### config.mk
export PLATFORM = sky130hd
export DESIGN_NAME = keypad_code_lock
export DESIGN_NICKNAME = d
export VERILOG_FILES = /design/src/hdl/kcl_pkg.sv /design/src/hdl/kcl_core.sv /design/src/hdl/keypad_code_lock.sv
export SDC_FILE = /design/constraint.sdc
export NUM_CORES = 1
export LEC_CHECK = 0
export BUFFER_PORTS_ARGS = -buffer_cell sky130_fd_sc_hd__clkbuf_2
export CAP_MARGIN = 20
export CORE_MARGIN = 2
export CORE_UTILIZATION = 40
export CTS_BUF_LIST = sky130_fd_sc_hd__clkbuf_8
export DETAILED_ROUTE_END_ITERATION = 12
export HOLD_SLACK_MARGIN = 0.15
export PLACE_DENSITY = 0.68
export RECOVER_POWER = 25
export SLEW_MARGIN = 25
export SYNTH_ARGS = -nofsm -noshare
export SYNTH_HDL_FRONTEND = slang
export SYNTH_SLANG_ARGS = --single-unit
export TNS_END_PERCENT = 100
### constraint.sdc
create_clock -name aclk -period 4.52 [get_ports aclk]
set_input_delay 0.452 -clock aclk [delete_from_list [all_inputs] [get_ports aclk]]
set_output_delay 0.452 -clock aclk [all_outputs]
set_load 0.03 [all_outputs]
### src/hdl/kcl_pkg.sv
// ----------------------------------------------------------------------------
// kcl_pkg
// Shared types and constants for the keypad code lock: key codes, lock
// modes, event codes and the result record.
// ----------------------------------------------------------------------------
package kcl_pkg;

    localparam int KEY_W   = 4;
    localparam int EVENT_W = 4;
    localparam int DIGITS_W = 3;
    localparam int CFG_W   = 16;

    // key codes
    localparam logic [KEY_W-1:0] KEY_D0   = 4'd0;
    localparam logic [KEY_W-1:0] KEY_D9   = 4'd9;
    localparam logic [KEY_W-1:0] KEY_STAR = 4'd10;
    localparam logic [KEY_W-1:0] KEY_HASH = 4'd11;

    // factory code after reset, first key in the top nibble
    localparam logic [CFG_W-1:0] INIT_CODE_RST = 16'h1234;

    typedef enum logic [1:0] {
        MODE_ACCESS = 2'd0,
        MODE_VERIFY = 2'd1,
        MODE_NEW    = 2'd2
    } lock_mode_t;

    typedef enum logic [EVENT_W-1:0] {
        EV_NONE    = 4'd0,
        EV_GRANTED = 4'd1,
        EV_DENIED  = 4'd2,
        EV_CHANGE  = 4'd3,
        EV_CANCEL  = 4'd4,
        EV_OLD_OK  = 4'd5,
        EV_OLD_BAD = 4'd6,
        EV_UPDATED = 4'd7,
        EV_CLEARED = 4'd8
    } lock_event_t;

    typedef struct packed {
        lock_event_t         event_res;
        logic [DIGITS_W-1:0] digits_entered;
        lock_mode_t          mode;
    } lock_result_t;

endpackage

### src/hdl/kcl_core.sv
// ----------------------------------------------------------------------------
// kcl_core
// Lock state: entry shift buffer, digit count, mode machine and stored code.
// Gives the result of the key on its input in the same cycle and updates
// the state when the key is taken.
// ----------------------------------------------------------------------------
module kcl_core #(
    parameter int CODE_DIGITS = 4
) (
    input  logic                       aclk,
    input  logic                       aresetn,
    input  logic                       take,
    input  logic [kcl_pkg::KEY_W-1:0]  key_code,
    input  logic                       cfg_we,
    input  logic [kcl_pkg::CFG_W-1:0]  cfg_data,
    output kcl_pkg::lock_result_t      result
);
    import kcl_pkg::*;

    localparam int CODE_W = 4 * CODE_DIGITS;
    localparam int CNT_W  = $clog2(CODE_DIGITS + 1);
    localparam logic [CNT_W-1:0] CNT_LAST = CNT_W'(CODE_DIGITS - 1);

    logic [CODE_W-1:0] buf_reg, buf_next, buf_shift;
    logic [CODE_W-1:0] code_reg, code_next, cfg_code, rst_code;
    logic [CNT_W-1:0]  cnt_reg, cnt_next;
    logic [CNT_W+DIGITS_W-1:0] cnt_ext;
    logic [CODE_W+CFG_W-1:0]   cfg_ext, rst_ext;
    lock_mode_t  mode_reg, mode_next;
    lock_event_t ev;
    logic is_digit, is_star, is_hash, full, match;

    // short factory code is zero filled above, long one keeps its low digits
    assign cfg_ext  = (CODE_W + CFG_W)'(cfg_data);
    assign rst_ext  = (CODE_W + CFG_W)'(INIT_CODE_RST);
    assign cfg_code = cfg_ext[CODE_W-1:0];
    assign rst_code = rst_ext[CODE_W-1:0];

    always_comb begin
        is_digit  = key_code inside {[KEY_D0:KEY_D9]};
        is_star   = (key_code == KEY_STAR);
        is_hash   = (key_code == KEY_HASH);
        full      = (cnt_reg == CNT_LAST);
        buf_shift = (buf_reg << 4) | CODE_W'(key_code);
        match     = (buf_shift == code_reg);
    end

    // mode machine
    always_comb begin
        mode_next = mode_reg;
        case (mode_reg)
            MODE_ACCESS: begin
                if (is_hash && cnt_reg == '0) begin
                    mode_next = MODE_VERIFY;
                end
            end
            MODE_VERIFY: begin
                if (is_hash) begin
                    mode_next = MODE_ACCESS;
                end else if (is_digit && full) begin
                    mode_next = match ? MODE_NEW : MODE_ACCESS;
                end
            end
            MODE_NEW: begin
                if (is_hash || (is_digit && full)) begin
                    mode_next = MODE_ACCESS;
                end
            end
            default: mode_next = MODE_ACCESS;
        endcase
    end

    // event, entry buffer and code updates
    always_comb begin
        ev        = EV_NONE;
        buf_next  = buf_reg;
        cnt_next  = cnt_reg;
        code_next = code_reg;
        if (is_hash && mode_reg == MODE_ACCESS && cnt_reg == '0) begin
            ev       = EV_CHANGE;
            cnt_next = '0;
        end else if (is_hash && mode_reg != MODE_ACCESS) begin
            ev       = EV_CANCEL;
            cnt_next = '0;
        end else if (is_star) begin
            ev       = EV_CLEARED;
            cnt_next = '0;
        end else if (is_digit) begin
            buf_next = buf_shift;
            if (full) begin
                cnt_next = '0;
                case (mode_reg)
                    MODE_ACCESS: ev = match ? EV_GRANTED : EV_DENIED;
                    MODE_VERIFY: ev = match ? EV_OLD_OK : EV_OLD_BAD;
                    MODE_NEW: begin
                        ev        = EV_UPDATED;
                        code_next = buf_shift;
                    end
                    default: ev = EV_NONE;
                endcase
            end else begin
                cnt_next = cnt_reg + 1'b1;
            end
        end
    end

    assign cnt_ext = (CNT_W + DIGITS_W)'(cnt_next);

    always_comb begin
        result.event_res      = ev;
        result.digits_entered = cnt_ext[DIGITS_W-1:0];
        result.mode           = mode_next;
    end

    always_ff @(posedge aclk) begin
        if (!aresetn) begin
            mode_reg <= MODE_ACCESS;
            cnt_reg  <= '0;
            code_reg <= rst_code;
        end else begin
            if (take) begin
                mode_reg <= mode_next;
                cnt_reg  <= cnt_next;
            end
            if (cfg_we) begin
                code_reg <= cfg_code;
            end else if (take) begin
                code_reg <= code_next;
            end
        end
    end

    // only digits keyed since the last clear are ever compared
    always_ff @(posedge aclk) begin
        if (take) begin
            buf_reg <= buf_next;
        end
    end

endmodule

### src/hdl/keypad_code_lock.sv
// ----------------------------------------------------------------------------
// keypad_code_lock
// Keypad combination lock with code change, one decoded key per request.
// ----------------------------------------------------------------------------
// Each taken key request yields exactly one result request. Keys are handled
// at one per clock while s_ready is high: the whole decision (digit shift,
// parallel compare of all code digits against the stored code, mode update)
// sits between the key accept and the result register. A two-entry result
// buffer (output register plus skid register) keeps taking keys while a
// result waits; s_ready drops only when both entries are full. The code
// register port is always ready and loads the stored code directly; write
// it only while no key is in flight.
module keypad_code_lock #(
    parameter int CODE_DIGITS = 4
) (
    input  logic                          aclk,
    input  logic                          aresetn,
    // key requests
    input  logic                          s_valid,
    output logic                          s_ready,
    input  logic [kcl_pkg::KEY_W-1:0]     s_key_code,
    // result requests
    output logic                          m_valid,
    input  logic                          m_ready,
    output logic [kcl_pkg::EVENT_W-1:0]   m_event_res,
    output logic [kcl_pkg::DIGITS_W-1:0]  m_digits_entered,
    output logic [1:0]                    m_mode,
    // factory code writes
    input  logic                          cfg_valid,
    output logic                          cfg_ready,
    input  logic [kcl_pkg::CFG_W-1:0]     cfg_data
);
    import kcl_pkg::*;

    logic take, pop;
    lock_result_t new_res;
    lock_result_t out_reg, out_next, skid_reg, skid_next;
    logic out_valid_reg, out_valid_next, skid_valid_reg, skid_valid_next;

    assign s_ready   = !skid_valid_reg;
    assign take      = s_valid && s_ready;
    assign pop       = out_valid_reg && m_ready;
    assign cfg_ready = 1'b1;

    kcl_core #(
        .CODE_DIGITS (CODE_DIGITS)
    ) u_core (
        .aclk     (aclk),
        .aresetn  (aresetn),
        .take     (take),
        .key_code (s_key_code),
        .cfg_we   (cfg_valid && cfg_ready),
        .cfg_data (cfg_data),
        .result   (new_res)
    );

    // result buffer: skid entry always drains into the output register first
    always_comb begin
        out_next        = out_reg;
        skid_next       = skid_reg;
        out_valid_next  = out_valid_reg;
        skid_valid_next = skid_valid_reg;
        if (!out_valid_reg || pop) begin
            if (skid_valid_reg) begin
                out_next        = skid_reg;
                out_valid_next  = 1'b1;
                skid_valid_next = take;
                skid_next       = new_res;
            end else begin
                out_next       = new_res;
                out_valid_next = take;
            end
        end else if (take) begin
            skid_next       = new_res;
            skid_valid_next = 1'b1;
        end
    end

    always_ff @(posedge aclk) begin
        if (!aresetn) begin
            out_valid_reg  <= 1'b0;
            skid_valid_reg <= 1'b0;
        end else begin
            out_valid_reg  <= out_valid_next;
            skid_valid_reg <= skid_valid_next;
        end
    end

    // payload needs no reset
    always_ff @(posedge aclk) begin
        out_reg  <= out_next;
        skid_reg <= skid_next;
    end

    assign m_valid          = out_valid_reg;
    assign m_event_res      = out_reg.event_res;
    assign m_digits_entered = out_reg.digits_entered;
    assign m_mode           = out_reg.mode;

endmodule

==> results of run 1 <==
-- final timing paths --
path	from	endpoint	slack, ns	cells after the start
max	u_core.cnt_reg[0]	u_core.code_reg[9]	2.39	6
min reg2reg	u_core.buf_reg[1]	u_core.buf_reg[5]	0.50	0
max reg2reg	u_core.cnt_reg[0]	u_core.code_reg[9]	2.39	6
min	cfg_data[12]	u_core.code_reg[12]	0.36	3
-- cell usage after synthesis (2+ instances only) --
cell      instances  share of area
clkbuf_1          5         0.0073
ha_1              6          0.029
and2_1           15          0.037
xnor2_1          16          0.055
buf_6             2         0.0088
a21boi_0          2         0.0059
nand2_1          26          0.038
edfxtp_1         30           0.35
mux2_2            8          0.035
dfxtp_1          23           0.18
nor2_1            6         0.0088
inv_1             8          0.012
mux2i_1          16          0.063
a21oi_1           4         0.0078
nand2b_1          3         0.0073
nand4_1           5          0.012
o211ai_1          3         0.0088
nor2b_1           2         0.0049
o21ai_0          19          0.037
-- cells in the final DEF, fill, tap and decap left out, types with 2 or more instances in the layout --
master | synthesis | routed
clkbuf_2 | 0 | 31
edfxtp_1 | 30 | 30
nand2_1 | 26 | 26
dfxtp_1 | 23 | 23
o21ai_0 | 19 | 18
xnor2_1 | 16 | 16
mux2i_1 | 16 | 16
and2_1 | 15 | 15
inv_1 | 8 | 8
mux2_2 | 8 | 8
ha_1 | 6 | 6
clkbuf_8 | 0 | 6
nand4_1 | 5 | 5
nor2_1 | 6 | 5
a21oi_1 | 4 | 4
clkbuf_1 | 5 | 4
nand2b_1 | 3 | 3
o211ai_1 | 3 | 3
nor2b_1 | 2 | 2
o21ai_1 | 1 | 2
a21boi_0 | 2 | 2
-- area by class of cell --
class | count | area, um^2 | area share
clock buffers | 6 | 82.6 | 0.0288
clock inverters | 2 | 13.8 | 0.00480
inverters | 9 | 33.8 | 0.0118
multi-input cells | 155 | 1110 | 0.388
flip-flops and latches | 53 | 1360 | 0.474
well taps | 77 | 96.3 | 0.0336
repair buffers | 35 | 170 | 0.0593
-- routing by layer --
metal / global-route usage / vias to the layer above / routed length [um]
met3: 0.0237 / 5 / 102
li1: - / 867 / -
met2: 0.230 / 16 / 2220
met5: 0 / - / 0
met1: 0.186 / 763 / 2300
met4: 0.0528 / 0 / 72
-- worst max-delay path: stages (launching register included) --
cell and delay, ns:
dfxtp_1 0.40, ha_1 0.21, nor2b_1 0.40, nand4_4 0.41, mux2_2 0.40, mux2i_1 0.13
nand2_1 0.07
-- metrics by stage --
step	utilization	std cells	power, mW
3_3_place_gp	0.442	329	0.677
5_1_grt	0.457	337	0.980
6_report	0.457	337	0.937
4_1_cts	0.458	337	0.955
3_5_place_dp	0.442	329	0.680
2_1_floorplan	-	226	0.643
-- cells by family after synthesis --
group	after synthesis	synth area share
buffers and inverters	18	0.0338
multiplexers	24	0.0978
other	1	0.00147
flip-flops	53	0.532
AO/OA/AOI/OAI	41	0.103
XOR/XNOR	16	0.0548
AND/OR/NAND/NOR	67	0.148
adder cells (fa/ha/maj)	6	0.0294
-- power by group through the flow --
| stage | logic, mW | registers [mW] | clock network [mW] |
|---|---|---|---|
| final | 0.114 | 0.553 | 0.270 |
| after global routing | 0.127 | 0.556 | 0.297 |
| after CTS | 0.116 | 0.553 | 0.285 |
| after detailed placement | 0.115 | 0.565 | 0 |
| after global placement | 0.113 | 0.564 | 0 |
| after floorplan | 0.0648 | 0.578 | 0 |
==> impl_metrics.toml, run 1 <==
[clock_network]
cts_tree = "yes"
cts.clk_slew.worst_paths_ns = 0.09
holdBufCountCts = 0
htree_levels = 2
clkLatencyLatePin_ns = 0.30
clockBufferDepth = 2
ctsResizeCount = 0
cts_setup_buffers = 0
clockRootBuffer = "clkbuf_8"
cts.sinks = 53
cts_made_buffers = 5

[global_routing]
grt_pass1_wl_mm = 7.88
grt_max_degree = 28
grt_overflow_total = 0
grt_usage = 0.140
grt_pass1_vias = 1617
antenna_found_initial = 0

[yosys]
synth-async-reset-ratio = 0
synth.distinct_cells = 46
synthFlopType = "edfxtp_1"
ys_seq_area_frac = 0.532
syn_inst = 226
avgSynthCellArea_um2 = 11.3
synth-edff-count = 30
syn-num-nets = 257
synth_area_mm2 = 0.00256
yosys_warnings = 0
ys_seq_elements = 53

[power]
internal_power_mw = 0.707
power_density_mw_per_mm2 = 326
switching_share = 0.245
power_frac_seq = 0.590
clkPwrFrac = 0.288
power_leakage_nw = 1.19
ir_worst_vdd_mv = 0.139
power_frac_comb = 0.122
p_switching_mw = 0.230

[run_status]
outcome = "finished clean"

[critical_path]
worst_ep_arrival_time_ns = 2.31
cp_max_fo = 16
crit_required_ns = 4.70
startpoint_type = "flip-flop"
crit_type = "flip-flop to flip-flop"
endpoint_kind = "flip-flop"

[timing]
fmax_mhz = 469
setup_viol = 0
period_share = 0.472
finalSetupTns_ns = 0
fin_ws_ns = 2.39
rsz0062_at_grt = "false"
whs_ns = 0.365
fin_worst_skew_ns = 0.00838
relSlewSlack = 0.503
final_max_slew_viol_count = 0
fin_crit_ns = 2.13
hold_violations = 0
tightestPinTransition_ns = 0.741

[routing]
dr.pass1.iters = 4
wl_per_cell_um = 13.9
wl_mm = 4.70
initialDrtViolationCount = 83
route.vias.total = 1651
drc = 0
postRouteAntennaNets = 0
via_per_inst = 4.90

[layout]
antennaDiodeCount = 0
finalInstanceArea_mm2 = 0.00287
largest_register_ffs = 16
syn2layout_area_growth_pct = 12.2
nets = 290
fillerInstances = 617
drive_above_1_share = 0.212

[floorplanning]
start_util = 0.407
die_h_um = 84.0
die_area_mm2 = 0.00705
ios = 37
die_x_um = 84.0
rows = 29
core_mm2 = 0.00628

[placement]
finalWeightedCongestion = 0.805
dpl_worst_slack_ns = 2.42
dp_hpwl_mm = 3.32
portBuffers = 35
postPlaceCellArea_mm2 = 0.00278

[job]
max-cap-violations = 0

[hold_path]
hold_path.class = "input port to flip-flop"
No activity file was read; power rests on OpenSTA's default activity.
==> run 2, diff against run 1 <==
==> constraint.sdc (replaced) <==
create_clock -name aclk -period 2.1 [get_ports aclk]
set_input_delay 0.21 -clock aclk [delete_from_list [all_inputs] [get_ports aclk]]
set_output_delay 0.21 -clock aclk [all_outputs]
set_load 0.03 [all_outputs]
==> run 2 against run 1 <==
  * Setup slack worse by 2.1 ns
  * Clock skew hardly changed
  * Via count increased by 5.6%
  * Highest routed layer unchanged
  * Power grew 140%
  * Core utilization up 2.4 points
  * Sequential power rose by 120%
  * Critical endpoint is now m_mode[1]
  * Worst hold slack worse by 0.16 ns
==> impl_metrics.toml, run 2 (same netlist as run 1, synthesis figures left out) <==
[routing]
via_per_inst = 4.99
wl_mm = 4.73
postRouteAntennaNets = 0
wl_per_cell_um = 13.6
initialDrtViolationCount = 73
route.vias.total = 1743
drc = 0
dr.pass1.iters = 4

[critical_path]
crit_required_ns = 2.15
cp_max_fo = 4
worstPathCellList = "inv_1 > ha_1 > o221ai_1 > a21oi_1 > a22o_1 > mux2_2"
crit_family = "compound AO/OA/AOI/OAI gates"
startpoint_type = "flip-flop"
cp_slowest_cell = "dfxtp_1"
crit_type = "flip-flop to flip-flop"
worst_ep_arrival_time_ns = 1.92
endpoint_kind = "flip-flop"
path_buf_inv = 1
cpPeakStageDelay_ns = 0.40

[power]
power_leakage_nw = 1.26
ir_worst_vdd_mv = 0.389
total_power_mw = 2.24
power_density_mw_per_mm2 = 743

[clock_network]
cts_setup_buffers = 0
cts.clk_slew.worst_paths_ns = 0.09
cts_tree = "yes"
htree_levels = 2
cts_made_buffers = 5
clkLatencyLatePin_ns = 0.30
cts.sinks = 53
clockRootBuffer = "clkbuf_8"
clockBufferDepth = 2

[global_routing]
grt_overflow_total = 0
grt_pass1_wl_mm = 8.20
grt_usage = 0.144
grt_pass1_vias = 1748
grt_max_degree = 28
antenna_found_initial = 0

[timing]
tightestPinTransition_ns = 0.614
finalSetupTns_ns = 0
relSlewSlack = 0.591
fmax_mhz = 537
hold_violations = 0
final_max_slew_viol_count = 0
fin_worst_skew_ns = 0.00820
fin_crit_ns = 1.86
setup_viol = 0
period_share = 0.887
rsz0062_at_grt = "false"

[layout]
fin_util = 0.481
syn2layout_area_growth_pct = 18.0
seqCellArea_mm2 = 0.00136
drive_above_1_share = 0.224
fillerInstances = 598
largest_register_ffs = 16
multiInputGateArea_mm2 = 0.00111
final_cell_mix = "31 x clkbuf_2, 30 x edfxtp_1, 26 x nand2_1"
nets = 302
antennaDiodeCount = 0
layout_commonest_cell = "clkbuf_2"

[floorplanning]
die_x_um = 84.0
start_util = 0.407
rows = 29
ios = 37
die_h_um = 84.0
core_mm2 = 0.00628
die_area_mm2 = 0.00705

[hold_path]
hold_path.class = "input port to flip-flop"

[placement]
dp_hpwl_mm = 3.38
portBuffers = 35
finalWeightedCongestion = 0.843

[job]
max-cap-violations = 0

[run_status]
outcome = "finished clean"
run 2: layout make-up:
class,count,area share
Tap cell,77,0.0319
Multi-Input combinational cell,155,0.369
Clock inverter,3,0.0216
Timing Repair Buffer,47,0.0920
Sequential cell,53,0.451
Clock buffer,5,0.0228
Inverter,9,0.0112
run 2: layer usage:
layer	track usage	vias up	part of all wire
met2	0.231	23	0.47
met1	0.194	816	0.50
met5	0	-	0
li1	-	898	-
met3	0.0237	6	0.018
met4	0.0587	0	0.017
run 2: power by group:
part,switching [mW],leakage (nW),internal (mW)
registers,0.0311,0.486,1.16
logic,0.152,0.705,0.106
clock network,0.320,0.0681,0.473
total,0.503,1.26,1.74
run 2: path summary, 6_finish.rpt:
kind / from / end / slack [ns] / depth (start not counted)
min: cfg_data[10] / u_core.code_reg[10] / 0.21 / 4
max reg2reg: u_core.mode_reg[0] / m_mode[1] / 0.24 / 6
max: u_core.mode_reg[0] / m_mode[1] / 0.24 / 6
min reg2reg: u_core.buf_reg[1] / u_core.buf_reg[5] / 0.51 / 0
run 2: per-stage QoR:
step	cell area [um^2]	instances	worst slack (ns)	hold slack, ns
6_report	3020	349	0.238	0.207
5_1_grt	3020	349	0.0708	0.227
4_1_cts	3030	349	0.151	0.204
3_5_place_dp	2840	336	0.180	0.429
3_3_place_gp	2840	336	0.187	0.428
2_1_floorplan	2560	226	0.129	0.309
run 2: repair_timing:
action | in CTS | in global routing
hold endpoints to repair | 5 | 0
endpoints found under the setup margin | 0 | 3
resized for setup | 0 | 1
hold buffers | 5 | 0
run 2: tightest hold or removal path, stage by stage:
cell      delay, ns
clkbuf_2       0.08
nand2_1        0.04
o21ai_0        0.05
and2_1         0.11
